File: src/hdl/lruht_pkg.sv
// ----------------------------------------------------------------------------
// lruht_pkg
// Shared sizes, types and command/status bundles of the lru hit tracker.
// ----------------------------------------------------------------------------
`default_nettype none

package lruht_pkg;

   // cache geometry
   localparam int WAYS        = 8;
   localparam int WAY_BITS    = $clog2(WAYS);
   localparam int BLOCK_BYTES = 64;
   localparam int OFFSET_BITS = $clog2(BLOCK_BYTES);
   localparam int ADDR_BITS   = 16;
   localparam int TAG_BITS    = ADDR_BITS - OFFSET_BITS;
   localparam int COUNT_BITS  = 16;

   // request word layout
   localparam int ADDR_IN_BITS = 18;

   // request operation codes
   localparam logic OP_ACCESS = 1'b0;
   localparam logic OP_CLEAR  = 1'b1;

   typedef logic [WAY_BITS-1:0]   way_type;
   typedef logic [TAG_BITS-1:0]   tag_type;
   typedef logic [COUNT_BITS-1:0] count_type;

   // controller to datapath
   typedef struct packed {
      logic capture;
      logic lookup;
      logic update;
      logic reduce;
      logic load;
   } lruht_cmd_type;

   // datapath to controller
   typedef struct packed {
      logic rsp_free;
   } lruht_sts_type;

endpackage

`default_nettype wire

File: src/hdl/lruht_req_if.sv
// ----------------------------------------------------------------------------
// lruht_req_if
// Request channel: one access or clear word per handshake.
// ----------------------------------------------------------------------------
`default_nettype none

interface lruht_req_if
   import lruht_pkg::*;
   ();

   logic                    valid;
   logic                    ready;
   logic                    operation;
   logic [ADDR_IN_BITS-1:0] address;

   modport source (output valid, output operation, output address, input ready);
   modport sink   (input valid, input operation, input address, output ready);

endinterface

`default_nettype wire

File: src/hdl/lruht_rsp_if.sv
// ----------------------------------------------------------------------------
// lruht_rsp_if
// Response channel: one lookup result word per handshake.
// ----------------------------------------------------------------------------
`default_nettype none

interface lruht_rsp_if
   import lruht_pkg::*;
   ();

   logic      valid;
   logic      ready;
   logic      hit;
   way_type   way;
   logic      bad_address;
   count_type max_hit_count;

   modport source (output valid, output hit, output way, output bad_address,
                   output max_hit_count, input ready);
   modport sink   (input valid, input hit, input way, input bad_address,
                   input max_hit_count, output ready);

endinterface

`default_nettype wire

File: src/hdl/lruht_ctrl.sv
// ----------------------------------------------------------------------------
// lruht_ctrl
// Sequencer: steps one request word through lookup, update, max reduction
// and response load.
// ----------------------------------------------------------------------------
`default_nettype none

module lruht_ctrl
   import lruht_pkg::*;
(
   input  wire logic          clock,
   input  wire logic          reset,
   input  wire logic          req_valid,
   output logic               req_ready,
   input  wire lruht_sts_type sts,
   output lruht_cmd_type      cmd
);

   typedef enum logic [4:0] {
      ST_IDLE   = 5'b00001,
      ST_LOOKUP = 5'b00010,
      ST_UPDATE = 5'b00100,
      ST_REDUCE = 5'b01000,
      ST_FINISH = 5'b10000
   } state_type;

   state_type state_ff;
   state_type state_in;

   // next state
   always_comb begin
      state_in = state_ff;
      case (state_ff)
         ST_IDLE:   if (req_valid) state_in = ST_LOOKUP;
         ST_LOOKUP: state_in = ST_UPDATE;
         ST_UPDATE: state_in = ST_REDUCE;
         ST_REDUCE: state_in = ST_FINISH;
         ST_FINISH: if (sts.rsp_free) state_in = ST_IDLE;
         default:   state_in = ST_IDLE;
      endcase
   end

   always_ff @(posedge clock) begin
      if (reset) begin
         state_ff <= ST_IDLE;
      end else begin
         state_ff <= state_in;
      end
   end

   // commands
   assign req_ready   = (state_ff == ST_IDLE);
   assign cmd.capture = (state_ff == ST_IDLE) && req_valid;
   assign cmd.lookup  = (state_ff == ST_LOOKUP);
   assign cmd.update  = (state_ff == ST_UPDATE);
   assign cmd.reduce  = (state_ff == ST_REDUCE);
   assign cmd.load    = (state_ff == ST_FINISH) && sts.rsp_free;

endmodule

`default_nettype wire

File: src/hdl/lruht_dp.sv
// ----------------------------------------------------------------------------
// lruht_dp
// Datapath: line state, tag match, victim choice, age update, hit count
// maximum and the response register.
// ----------------------------------------------------------------------------
`default_nettype none

module lruht_dp
   import lruht_pkg::*;
(
   input  wire logic                    clock,
   input  wire logic                    reset,
   input  wire lruht_cmd_type           cmd,
   output lruht_sts_type                sts,
   input  wire logic                    req_operation,
   input  wire logic [ADDR_IN_BITS-1:0] req_address,
   input  wire logic                    rsp_ready,
   output logic                         rsp_valid,
   output logic                         rsp_hit,
   output way_type                      rsp_way,
   output logic                         rsp_bad_address,
   output count_type                    rsp_max_hit_count
);

   localparam way_type RANK_MAX = way_type'(WAYS - 1);
   localparam int      PAIRS    = WAYS / 2;

   // line state
   logic [WAYS-1:0] valid_ff;
   tag_type         tag_ff   [WAYS];
   way_type         rank_ff  [WAYS];
   count_type       count_ff [WAYS];

   // captured request word
   logic                    op_ff;
   logic [ADDR_IN_BITS-1:0] addr_ff;

   // lookup results
   logic    hit_ff;
   way_type way_ff;
   logic    bad_ff;
   logic    was_valid_ff;
   way_type old_rank_ff;

   // reduction and response registers
   count_type pair_ff [PAIRS];
   logic      rsp_valid_ff;
   logic      rsp_hit_ff;
   way_type   rsp_way_ff;
   logic      rsp_bad_ff;
   count_type rsp_max_ff;

   tag_type   blk;
   logic      bad_addr;
   logic      match_any;
   way_type   match_way;
   logic      free_any;
   way_type   free_way;
   way_type   lru_way;
   way_type   sel_way;
   count_type max_final;

   assign blk      = addr_ff[ADDR_BITS-1:OFFSET_BITS];
   assign bad_addr = (addr_ff[ADDR_IN_BITS-1:ADDR_BITS] != '0);

   // tag match, first free line and oldest line, lowest index wins
   always_comb begin
      match_any = 1'b0;
      match_way = '0;
      free_any  = 1'b0;
      free_way  = '0;
      lru_way   = '0;
      for (int i = WAYS - 1; i >= 0; i--) begin
         if (valid_ff[i] && (tag_ff[i] == blk)) begin
            match_any = 1'b1;
            match_way = way_type'(i);
         end
         if (!valid_ff[i]) begin
            free_any = 1'b1;
            free_way = way_type'(i);
         end
         if (rank_ff[i] == RANK_MAX) begin
            lru_way = way_type'(i);
         end
      end
      if (match_any) begin
         sel_way = match_way;
      end else if (free_any) begin
         sel_way = free_way;
      end else begin
         sel_way = lru_way;
      end
   end

   // input capture and lookup stage
   always_ff @(posedge clock) begin
      if (cmd.capture) begin
         op_ff   <= req_operation;
         addr_ff <= req_address;
      end
      if (cmd.lookup) begin
         bad_ff       <= (op_ff == OP_ACCESS) && bad_addr;
         hit_ff       <= (op_ff == OP_ACCESS) && !bad_addr && match_any;
         way_ff       <= ((op_ff == OP_ACCESS) && !bad_addr) ? sel_way : '0;
         was_valid_ff <= match_any || !free_any;
         old_rank_ff  <= rank_ff[sel_way];
      end
   end

   // line update: clear, hit or refill
   always_ff @(posedge clock) begin
      if (reset) begin
         valid_ff <= '0;
         for (int i = 0; i < WAYS; i++) begin
            rank_ff[i]  <= '0;
            count_ff[i] <= '0;
         end
      end else if (cmd.update) begin
         if (op_ff == OP_CLEAR) begin
            valid_ff <= '0;
            for (int i = 0; i < WAYS; i++) begin
               rank_ff[i]  <= '0;
               count_ff[i] <= '0;
            end
         end else if (!bad_ff) begin
            for (int i = 0; i < WAYS; i++) begin
               if (way_ff == way_type'(i)) begin
                  rank_ff[i] <= '0;
                  if (hit_ff) begin
                     if (count_ff[i] != '1) count_ff[i] <= count_ff[i] + 1'b1;
                  end else begin
                     valid_ff[i] <= 1'b1;
                     tag_ff[i]   <= blk;
                     count_ff[i] <= '0;
                  end
               end else if (valid_ff[i] && (!was_valid_ff || rank_ff[i] < old_rank_ff)
                            && (rank_ff[i] < RANK_MAX)) begin
                  rank_ff[i] <= rank_ff[i] + 1'b1;
               end
            end
         end
      end
   end

   // first level of the max tree over valid lines
   always_ff @(posedge clock) begin
      if (cmd.reduce) begin
         for (int p = 0; p < PAIRS; p++) begin
            count_type a;
            count_type b;
            a = valid_ff[2*p]   ? count_ff[2*p]   : '0;
            b = valid_ff[2*p+1] ? count_ff[2*p+1] : '0;
            pair_ff[p] <= (a > b) ? a : b;
         end
      end
   end

   // remaining levels, folded over the pair maxima
   always_comb begin
      max_final = '0;
      for (int p = 0; p < PAIRS; p++) begin
         if (pair_ff[p] > max_final) max_final = pair_ff[p];
      end
   end

   // response register
   always_ff @(posedge clock) begin
      if (reset) begin
         rsp_valid_ff <= 1'b0;
      end else if (cmd.load) begin
         rsp_valid_ff <= 1'b1;
      end else if (rsp_ready) begin
         rsp_valid_ff <= 1'b0;
      end
   end

   always_ff @(posedge clock) begin
      if (cmd.load) begin
         rsp_hit_ff <= hit_ff;
         rsp_way_ff <= way_ff;
         rsp_bad_ff <= bad_ff;
         rsp_max_ff <= max_final;
      end
   end

   assign sts.rsp_free      = !rsp_valid_ff || rsp_ready;
   assign rsp_valid         = rsp_valid_ff;
   assign rsp_hit           = rsp_hit_ff;
   assign rsp_way           = rsp_way_ff;
   assign rsp_bad_address   = rsp_bad_ff;
   assign rsp_max_hit_count = rsp_max_ff;

endmodule

`default_nettype wire

File: src/hdl/lru_cache_hit_tracker_core.sv
// ----------------------------------------------------------------------------
// lru_cache_hit_tracker_core
// Eight-way fully associative cache tracker with lru refill and hit counts.
// ----------------------------------------------------------------------------
// Each request word is taken when the block is idle and answered by one
// response word after the tag match and victim choice, the line and age
// update, the registered first level of the max tree over hit counts, and
// the fold of the pair maxima with the load of the response register.
// Requests are handled one at a time, so no new word is accepted until the
// last one has loaded its response;
// the response register holds a finished word while the next request works,
// and the load stalls only if that register is still full. No clearing pass
// is needed after reset.
`default_nettype none

module lru_cache_hit_tracker_core
   import lruht_pkg::*;
(
   input  wire logic clock,
   input  wire logic reset,
   lruht_req_if.sink   req_chan,
   lruht_rsp_if.source rsp_chan
);

   lruht_cmd_type cmd;
   lruht_sts_type sts;
   logic          req_ready;

   assign req_chan.ready = req_ready;

   // sequencer
   lruht_ctrl u_ctrl (
      .clock     (clock),
      .reset     (reset),
      .req_valid (req_chan.valid),
      .req_ready (req_ready),
      .sts       (sts),
      .cmd       (cmd)
   );

   // line state and response
   lruht_dp u_dp (
      .clock             (clock),
      .reset             (reset),
      .cmd               (cmd),
      .sts               (sts),
      .req_operation     (req_chan.operation),
      .req_address       (req_chan.address),
      .rsp_ready         (rsp_chan.ready),
      .rsp_valid         (rsp_chan.valid),
      .rsp_hit           (rsp_chan.hit),
      .rsp_way           (rsp_chan.way),
      .rsp_bad_address   (rsp_chan.bad_address),
      .rsp_max_hit_count (rsp_chan.max_hit_count)
   );

endmodule

`default_nettype wire
File: src/flat_wrapper.sv
// flat-port wrapper written by rule: the top's interface ports become plain ports
module lru_cache_hit_tracker_core_flat import lruht_pkg::*;
  (clock, reset, req_chan_valid, req_chan_operation, req_chan_address, req_chan_ready, rsp_chan_valid, rsp_chan_hit, rsp_chan_way, rsp_chan_bad_address, rsp_chan_max_hit_count, rsp_chan_ready);
  lruht_req_if req_chan_i ();
  lruht_rsp_if rsp_chan_i ();
  input  wire logic clock;
  input  wire logic reset;
  input wire logic [$bits(req_chan_i.valid)-1:0] req_chan_valid;
  input wire logic [$bits(req_chan_i.operation)-1:0] req_chan_operation;
  input wire logic [$bits(req_chan_i.address)-1:0] req_chan_address;
  output wire logic [$bits(req_chan_i.ready)-1:0] req_chan_ready;
  output wire logic [$bits(rsp_chan_i.valid)-1:0] rsp_chan_valid;
  output wire logic [$bits(rsp_chan_i.hit)-1:0] rsp_chan_hit;
  output wire logic [$bits(rsp_chan_i.way)-1:0] rsp_chan_way;
  output wire logic [$bits(rsp_chan_i.bad_address)-1:0] rsp_chan_bad_address;
  output wire logic [$bits(rsp_chan_i.max_hit_count)-1:0] rsp_chan_max_hit_count;
  input wire logic [$bits(rsp_chan_i.ready)-1:0] rsp_chan_ready;
  assign req_chan_i.valid = req_chan_valid;
  assign req_chan_i.operation = req_chan_operation;
  assign req_chan_i.address = req_chan_address;
  assign req_chan_ready = req_chan_i.ready;
  assign rsp_chan_valid = rsp_chan_i.valid;
  assign rsp_chan_hit = rsp_chan_i.hit;
  assign rsp_chan_way = rsp_chan_i.way;
  assign rsp_chan_bad_address = rsp_chan_i.bad_address;
  assign rsp_chan_max_hit_count = rsp_chan_i.max_hit_count;
  assign rsp_chan_i.ready = rsp_chan_ready;
  lru_cache_hit_tracker_core u_core (.clock(clock), .reset(reset), .req_chan(req_chan_i), .rsp_chan(rsp_chan_i));
endmodule
File: config.mk
export PLATFORM = sky130hd
export DESIGN_NAME = lru_cache_hit_tracker_core_flat
export DESIGN_NICKNAME = d
export VERILOG_FILES = /design/src/hdl/lruht_pkg.sv /design/src/hdl/lruht_req_if.sv /design/src/hdl/lruht_rsp_if.sv /design/src/hdl/lruht_ctrl.sv /design/src/hdl/lruht_dp.sv /design/src/hdl/lru_cache_hit_tracker_core.sv /design/src/flat_wrapper.sv
export SDC_FILE = /design/constraint.sdc
export NUM_CORES = 1
export LEC_CHECK = 0
export BUFFER_PORTS_ARGS = -buffer_cell sky130_fd_sc_hd__buf_2
export CAP_MARGIN = 30
export CORE_UTILIZATION = 40
export CTS_CLUSTER_SIZE = 28
export DETAILED_ROUTE_END_ITERATION = 8
export HOLD_SLACK_MARGIN = 0.03
export PLACE_DENSITY = 0.52
export SLEW_MARGIN = 20
export SYNTH_ARGS = -nofsm -noshare
export SYNTH_HDL_FRONTEND = slang
export SYNTH_SLANG_ARGS = --single-unit
File: constraint.sdc
create_clock -name clock -period 14.1 [get_ports clock]
set_input_delay 1.41 -clock clock [delete_from_list [all_inputs] [get_ports clock]]
set_output_delay 1.41 -clock clock [all_outputs]
set_load 0.05 [all_outputs]
==> results_dict.tcl, run 1 <==
set metrics [dict create \
    syn_area_um2 20500 \
    post-route-min-period_ps 7270 \
    cts_hold_buf 0 \
    grt_util_all_layers_pct 18.8 \
    via_count 13916 \
    crit_path_end "u_core.u_dp.rsp_max_hit_count[0]" \
    wire_per_inst_um 18.1 \
    row_count 82 \
    fin_nets 2144 \
    cts_buffers 43 \
    cts_sinks 353 \
    dieArea_um2 52100 \
    overflow 0 \
    holdPathStages 2 \
    drive_gt1_share_pct 7.80 \
    rsz0062_at_grt "no" \
    vias_per_cell 5.21 \
    routabilityCongestion 0.835 \
    worstPathRequired_ps 14420 \
    worstRegToRegCells 26 \
    cts_tree "yes" \
    fmax_mhz 138 \
    seq_area_frac_synth_pct 50.3 \
    total_leakage_power_nw 9.17 \
    fillers 4695 \
    worstSetupStartpointType "flop" \
    portBuffers 39 \
    skew_ps 22.1 \
    fin_tns_setup_ps 0 \
    r2r_slack_ps 6830 \
    post_cts_buffers 0 \
    worst_skew_pair.late_latency_ps 570 \
    synth-async-reset-ratio_pct 0 \
    tightest_slew_ps 949 \
    crit_start "u_core.u_dp.pair_ff[1][1]" \
    avgSynthCellArea_um2 10.7 \
    drt_wl_total_mm 48.4 \
    die_w_um 228 \
    dpl.hpwl_mm 35.3 \
    pin_count 46 \
    synthTopCellsByArea "edfxtp_1, ha_1, mux2i_1" \
    synth_top_area_share_pct 47.3 \
    clock_path_buffers 3 \
    hp-class "reg -> reg" \
    clkTransAtPathRegs_ps 60 \
    synthDistinctLibCells 60 \
    slew_viol_final 0 \
    grt_pass1_wl_mm 77.3 \
    ant_nets 0 \
    worstPathMaxFanout 18 \
    cts-resized-gates 0 \
    initial_utilization_pct 40.7 \
    first_global_vias 13796 \
    core_area_um2 50400 \
    p_per_area_nw_per_um2 107 \
    multiInputGateArea_um2 9480 \
    worstPathArrival_ps 7590 \
    crit_path_end_kind "flop" \
    setup_viol 0 \
    synth_seq_cells 353 \
    power.total_mw 2.47 \
    drt_first_pass_iters 5 \
    synth_ff_type "edfxtp_1" \
    drt_iter0_markers 773 \
    dieHeight_um 228 \
    yosysTopAreaCell "edfxtp_1" \
    ir_worst_vdd_mv 0.101 \
    final_cells 2672 \
    status "complete, no violations" \
    r2r_start "u_core.u_dp.pair_ff[1][1]" \
    hold_viol 0 \
    cap_violations 0 \
    area_growth_pct 12.5 \
    slew_headroom_pct 36.0 \
    antenna_found_initial 0 \
    r2r_end "u_core.u_dp.rsp_max_hit_count[0]" \
    regArea_um2 10300 \
    synth.most_common_cell "edfxtp_1" \
    antenna_cells 0 \
    syn_inst 1920 \
    cts_htree_levels 2 \
    placedCellCount 2595 \
    synth_edf_count 323 \
    synthTopCellsByCount "edfxtp_1, nand2_1, nor2_1" \
    grt_max_degree 65 \
    root_buffer "clkbuf_16" \
    hold_slack_ps 542 \
    synth_fp_nets 2094 \
    ys_warn_count 0 \
    path_class "reg -> reg" \
    period_share_pct 51.5 \
    drc 0 \
]
==> layer usage <==
| layer | up-vias | routed length (um) | global-route usage (%) |
|---|---|---|---|
| met4 | 0 | 1060 | 5.39 |
| met3 | 57 | 1900 | 2.53 |
| met5 | - | 0 | 0 |
| li1 | 6952 | - | - |
| met2 | 229 | 21700 | 29.6 |
| met1 | 6678 | 23700 | 26.9 |
==> worst min path at each step <==
stage | slack, ps | start | to
after floorplan | 420 | u_core.u_dp.hit_ff | u_core.u_dp.rsp_hit
after global placement | 510 | u_core.u_dp.count_ff[0][1] | u_core.u_dp.count_ff[0][1]
after detailed placement | 530 | u_core.u_dp.count_ff[0][5] | u_core.u_dp.count_ff[0][5]
after CTS | 540 | u_core.u_dp.count_ff[0][1] | u_core.u_dp.count_ff[0][1]
after global routing | 560 | u_core.u_dp.count_ff[0][1] | u_core.u_dp.count_ff[0][1]
final | 540 | u_core.u_dp.count_ff[0][1] | u_core.u_dp.count_ff[0][1]
==> kinds of logic after synthesis <==
| group | count (synthesis) | share of synthesized area [%] |
|---|---|---|
| adder cells (fa/ha/maj) | 151 | 9.22 |
| buffers and inverters | 196 | 3.74 |
| AND/OR/NAND/NOR | 723 | 16.9 |
| AO/OA/AOI/OAI | 189 | 5.91 |
| XOR/XNOR | 190 | 8.12 |
| multiplexers | 118 | 5.80 |
| flip-flops | 353 | 50.3 |
==> power by group <==
group / leakage, nW / switching (mW) / internal (mW) / total, mW
Clock: 0.724 / 0.449 / 0.734 / 1.18
Combinational: 5.24 / 0.0517 / 0.0394 / 0.0911
Sequential: 3.20 / 0.0352 / 1.16 / 1.19
==> layout make-up <==
cell class                      count  share of cell area, %
Sequential cell                   353                   44.7
Multi-Input combinational cell   1371                   41.1
Clock buffer                       48                   4.84
Tap cell                          672                   3.65
Inverter                          134                   2.18
Timing Repair Buffer               67                   1.84
Clock inverter                     27                   1.66
==> stage by stage <==
| stage | utilization [%] | setup slack, ps | instance area [um^2] |
|---|---|---|---|
| floorplan | - | 7920 | 20500 |
| global placement | 42.6 | 6140 | 21400 |
| detailed placement | 42.7 | 6880 | 21500 |
| CTS | 45.7 | 6860 | 23000 |
| global route | 45.7 | 6320 | 23000 |
| finish | 45.7 | 6830 | 23000 |
==> registers in the layout (all words and copies together) (netlist names), 3 cells and up <==
name                           flops
u_core.u_dp.count_ff             128
u_core.u_dp.tag_ff                80
u_core.u_dp.pair_ff               64
u_core.u_dp.rank_ff               24
u_core.u_dp.rsp_max_hit_count     16
u_core.u_dp.addr_ff               12
u_core.u_dp.valid_ff               8
u_core.u_ctrl.state_ff             5
u_core.u_dp.old_rank_ff            3
u_core.u_dp.rsp_way                3
u_core.u_dp.way_ff                 3
==> worst max-delay path, cell delays in order, from the launching register on <==
cell	delay, ps
edfxtp_1	430
ha_1	320
nor2b_1	130
o211ai_1	90
a2111o_1	380
a31oi_2	540
buf_6	250
nand2_1	60
o21ai_0	150
inv_1	80
ha_1	330
nand4_1	140
nor4_1	690
a21oi_1	150
a31oi_1	260
nand4_4	360
mux2i_1	390
ha_1	300
o21a_1	110
o21a_1	160
o21ai_0	140
a21oi_1	80
a211oi_1	190
nor3_1	80
o21ai_2	570
buf_4	290
mux2_2	360
==> layout by cell type (no fill, tap or decap), types with 25 or more instances in the layout <==
cell type | Yosys | final
edfxtp_1 | 323 | 323
dfxtp_1 | 30 | 30
inv_1 | 134 | 134
and3_1 | 28 | 28
a21oi_1 | 49 | 48
o21ai_0 | 45 | 44
nand2_1 | 206 | 206
clkbuf_16 | 0 | 44
nand3_1 | 79 | 79
buf_2 | 16 | 39
o21a_1 | 25 | 25
mux2i_1 | 112 | 112
ha_1 | 151 | 151
xnor2_1 | 117 | 117
nand4_1 | 83 | 83
xor2_1 | 73 | 73
nor2_1 | 194 | 194
No activity file was read; power rests on OpenSTA's default activity.
==> inputs of run 2 (changes only) <==
==> constraint.sdc (replaced) <==
create_clock -name clock -period 7.2 [get_ports clock]
set_input_delay 0.72 -clock clock [delete_from_list [all_inputs] [get_ports clock]]
set_output_delay 0.72 -clock clock [all_outputs]
set_load 0.05 [all_outputs]
==> results_dict.tcl, run 2 (synthesis results as in run 1) <==
set metrics [dict create \
    grt_max_degree 66 \
    cap_violations 0 \
    placedCellCount 2595 \
    regMostFlops "u_core.u_dp.count_ff" \
    tightest_slew_ps 917 \
    crit_buf_inv 3 \
    first_global_vias 13688 \
    top_regs "u_core.u_dp.count_ff: 128 flops, u_core.u_dp.tag_ff: 80 flops, u_core.u_dp.pair_ff: 64 flops" \
    via_count 13829 \
    stdcell_area_um2 22900 \
    fillers 4757 \
    die_w_um 228 \
    dpl.hpwl_mm 35.2 \
    slew_headroom_pct 38.6 \
    worst_path_max_delay_cell "nor4_1" \
    worstPathArrival_ps 6930 \
    drive_gt1_share_pct 7.70 \
    cts_htree_levels 2 \
    critPathTopFamily "simple AND/OR/NAND/NOR gates" \
    setup_viol 0 \
    crit_path_cell_trace "ha_1 > nand4_1 > nor4_1 > a31oi_4 > buf_4 > o21ai_0 > inv_1 > ha_1 > nand4_1 > nor4_1 > a21oi_1 > a31oi_1 > nand4_4 > mux2i_1 > ha_1 > o21a_1 > o21a_1 > o21ai_0 > a21oi_1 > a211oi_1 > nor3_1 > o21ai_1 > buf_4 > mux2_2" \
    cts_buffers 42 \
    cts_tree "yes" \
    max_stage_delay_ps 690 \
    row_count 82 \
    period_share_pct 92.0 \
    worstPathMaxFanout 15 \
    hold_viol 0 \
    cts_sinks 353 \
    area_growth_pct 12.0 \
    critPathMostFrequentCell "ha_1" \
    initial_utilization_pct 40.7 \
    drt_first_pass_iters 5 \
    power.total_mw 4.70 \
    antenna_found_initial 0 \
    wire_per_inst_um 18.0 \
    worstRegToRegCells 24 \
    cts_hold_buf 0 \
    ant_nets 0 \
    dieHeight_um 228 \
    core_area_um2 50400 \
    crit_cells 24 \
    fin_tns_setup_ps 0 \
    skew_ps 21.1 \
    largest_register_ffs 128 \
    final_cells 2673 \
    overflow 0 \
    routabilityCongestion 0.854 \
    antenna_cells 0 \
    layout_commonest_cell "edfxtp_1" \
    root_buffer "clkbuf_16" \
    fin_nets 2142 \
    worstPathRequired_ps 7510 \
    slew_viol_final 0 \
    grt_pass1_wl_mm 76.1 \
    p_per_area_nw_per_um2 205 \
    worstSetupStartpointType "flop" \
    dieArea_um2 52100 \
    final_cell_mix "edfxtp_1, nand2_1, nor2_1, ha_1, inv_1" \
    pin_count 46 \
    ir_worst_vdd_mv 0.201 \
    clock_path_buffers 3 \
    holdPathStages 1 \
    portBuffers 39 \
    rsz0062_at_grt "no" \
    drc 0 \
    total_leakage_power_nw 9.14 \
    crit_path_end_kind "flop" \
    fmax_mhz 151 \
    clkTransAtPathRegs_ps 60 \
    placed_area_um2 21500 \
    path_class "reg -> reg" \
    vias_per_cell 5.17 \
    status "complete, no violations" \
    worst_skew_pair.late_latency_ps 570 \
    hp-class "in -> reg" \
    post-route-min-period_ps 6630 \
    drt_wl_total_mm 48.0 \
    drt_iter0_markers 761 \
    grt_util_all_layers_pct 18.5 \
]
[run 2: cell types whose count changed in the layout (fill, tap and decap cells not counted), moves of 2 or more]
cell / previous run / this run
buf_4: 24 / 26
buf_6: 3 / 0
bufinv_16: 9 / 5
clkbuf_1: 4 / 7
clkinv_2: 5 / 11
clkinvlp_4: 3 / 1
[run 2: power by group]
part | internal (mW) | total, mW | switching, mW
clock | 1.32 | 2.18 | 0.866
sequential | 2.27 | 2.34 | 0.0687
combinational | 0.0770 | 0.178 | 0.101
total | 3.66 | 4.70 | 1.04
[run 2: final cells by class]
cell class                      count  area [um^2]  share of cell area, %
Sequential cell                   353        10300                   44.9
Timing Repair Buffer               66          405                   1.77
Tap cell                          672          841                   3.67
Clock buffer                       52         1150                   5.02
Inverter                          134          503                   2.19
Clock inverter                     25          253                   1.10
Multi-Input combinational cell   1371         9490                   41.4
[run 2: path summary, 6_finish.rpt]
check	startpoint	endpoint	slack [ps]
setup / recovery	u_core.u_dp.pair_ff[1][14]	u_core.u_dp.rsp_max_hit_count[0]	570
hold / removal	req_chan_address[15]	u_core.u_dp.addr_ff[15]	330
setup reg to reg	u_core.u_dp.pair_ff[1][14]	u_core.u_dp.rsp_max_hit_count[0]	570
hold reg to reg	u_core.u_dp.count_ff[0][1]	u_core.u_dp.count_ff[0][1]	510
[run 2: per-layer routing]
layer	track usage (%)	part of all wire, %
met5	0	0
met4	5.56	2.3
met3	2.51	3.4
met2	29.1	44
met1	26.5	50
[run 2: per-stage QoR]
step / worst slack, ps / hold slack, ps / utilization (%)
2_1_floorplan: 1020 / 424 / -
3_3_place_gp: 553 / 489 / 42.6
3_5_place_dp: 505 / 504 / 42.7
4_1_cts: 467 / 287 / 45.5
5_1_grt: 100 / 299 / 45.5
6_report: 573 / 326 / 45.5
[run 2: worst reg2reg max path: stages, from the launching register on]
cell and delay, ps:
edfxtp_1 400, ha_1 350, nand4_1 220, nor4_1 510, a31oi_4 130, buf_4 220, o21ai_0 420, inv_1 100
ha_1 310, nand4_1 120, nor4_1 690, a21oi_1 140, a31oi_1 260, nand4_4 350, mux2i_1 340, ha_1 290
o21a_1 110, o21a_1 160, o21ai_0 150, a21oi_1 90, a211oi_1 190, nor3_1 70, o21ai_1 160, buf_4 230
mux2_2 360
[run 2: timing repair]
action	4_1_cts	5_1_grt
setup buffers	0	0
endpoints found under the hold margin	0	0
resized for setup	0	1
setup endpoints to repair	0	1
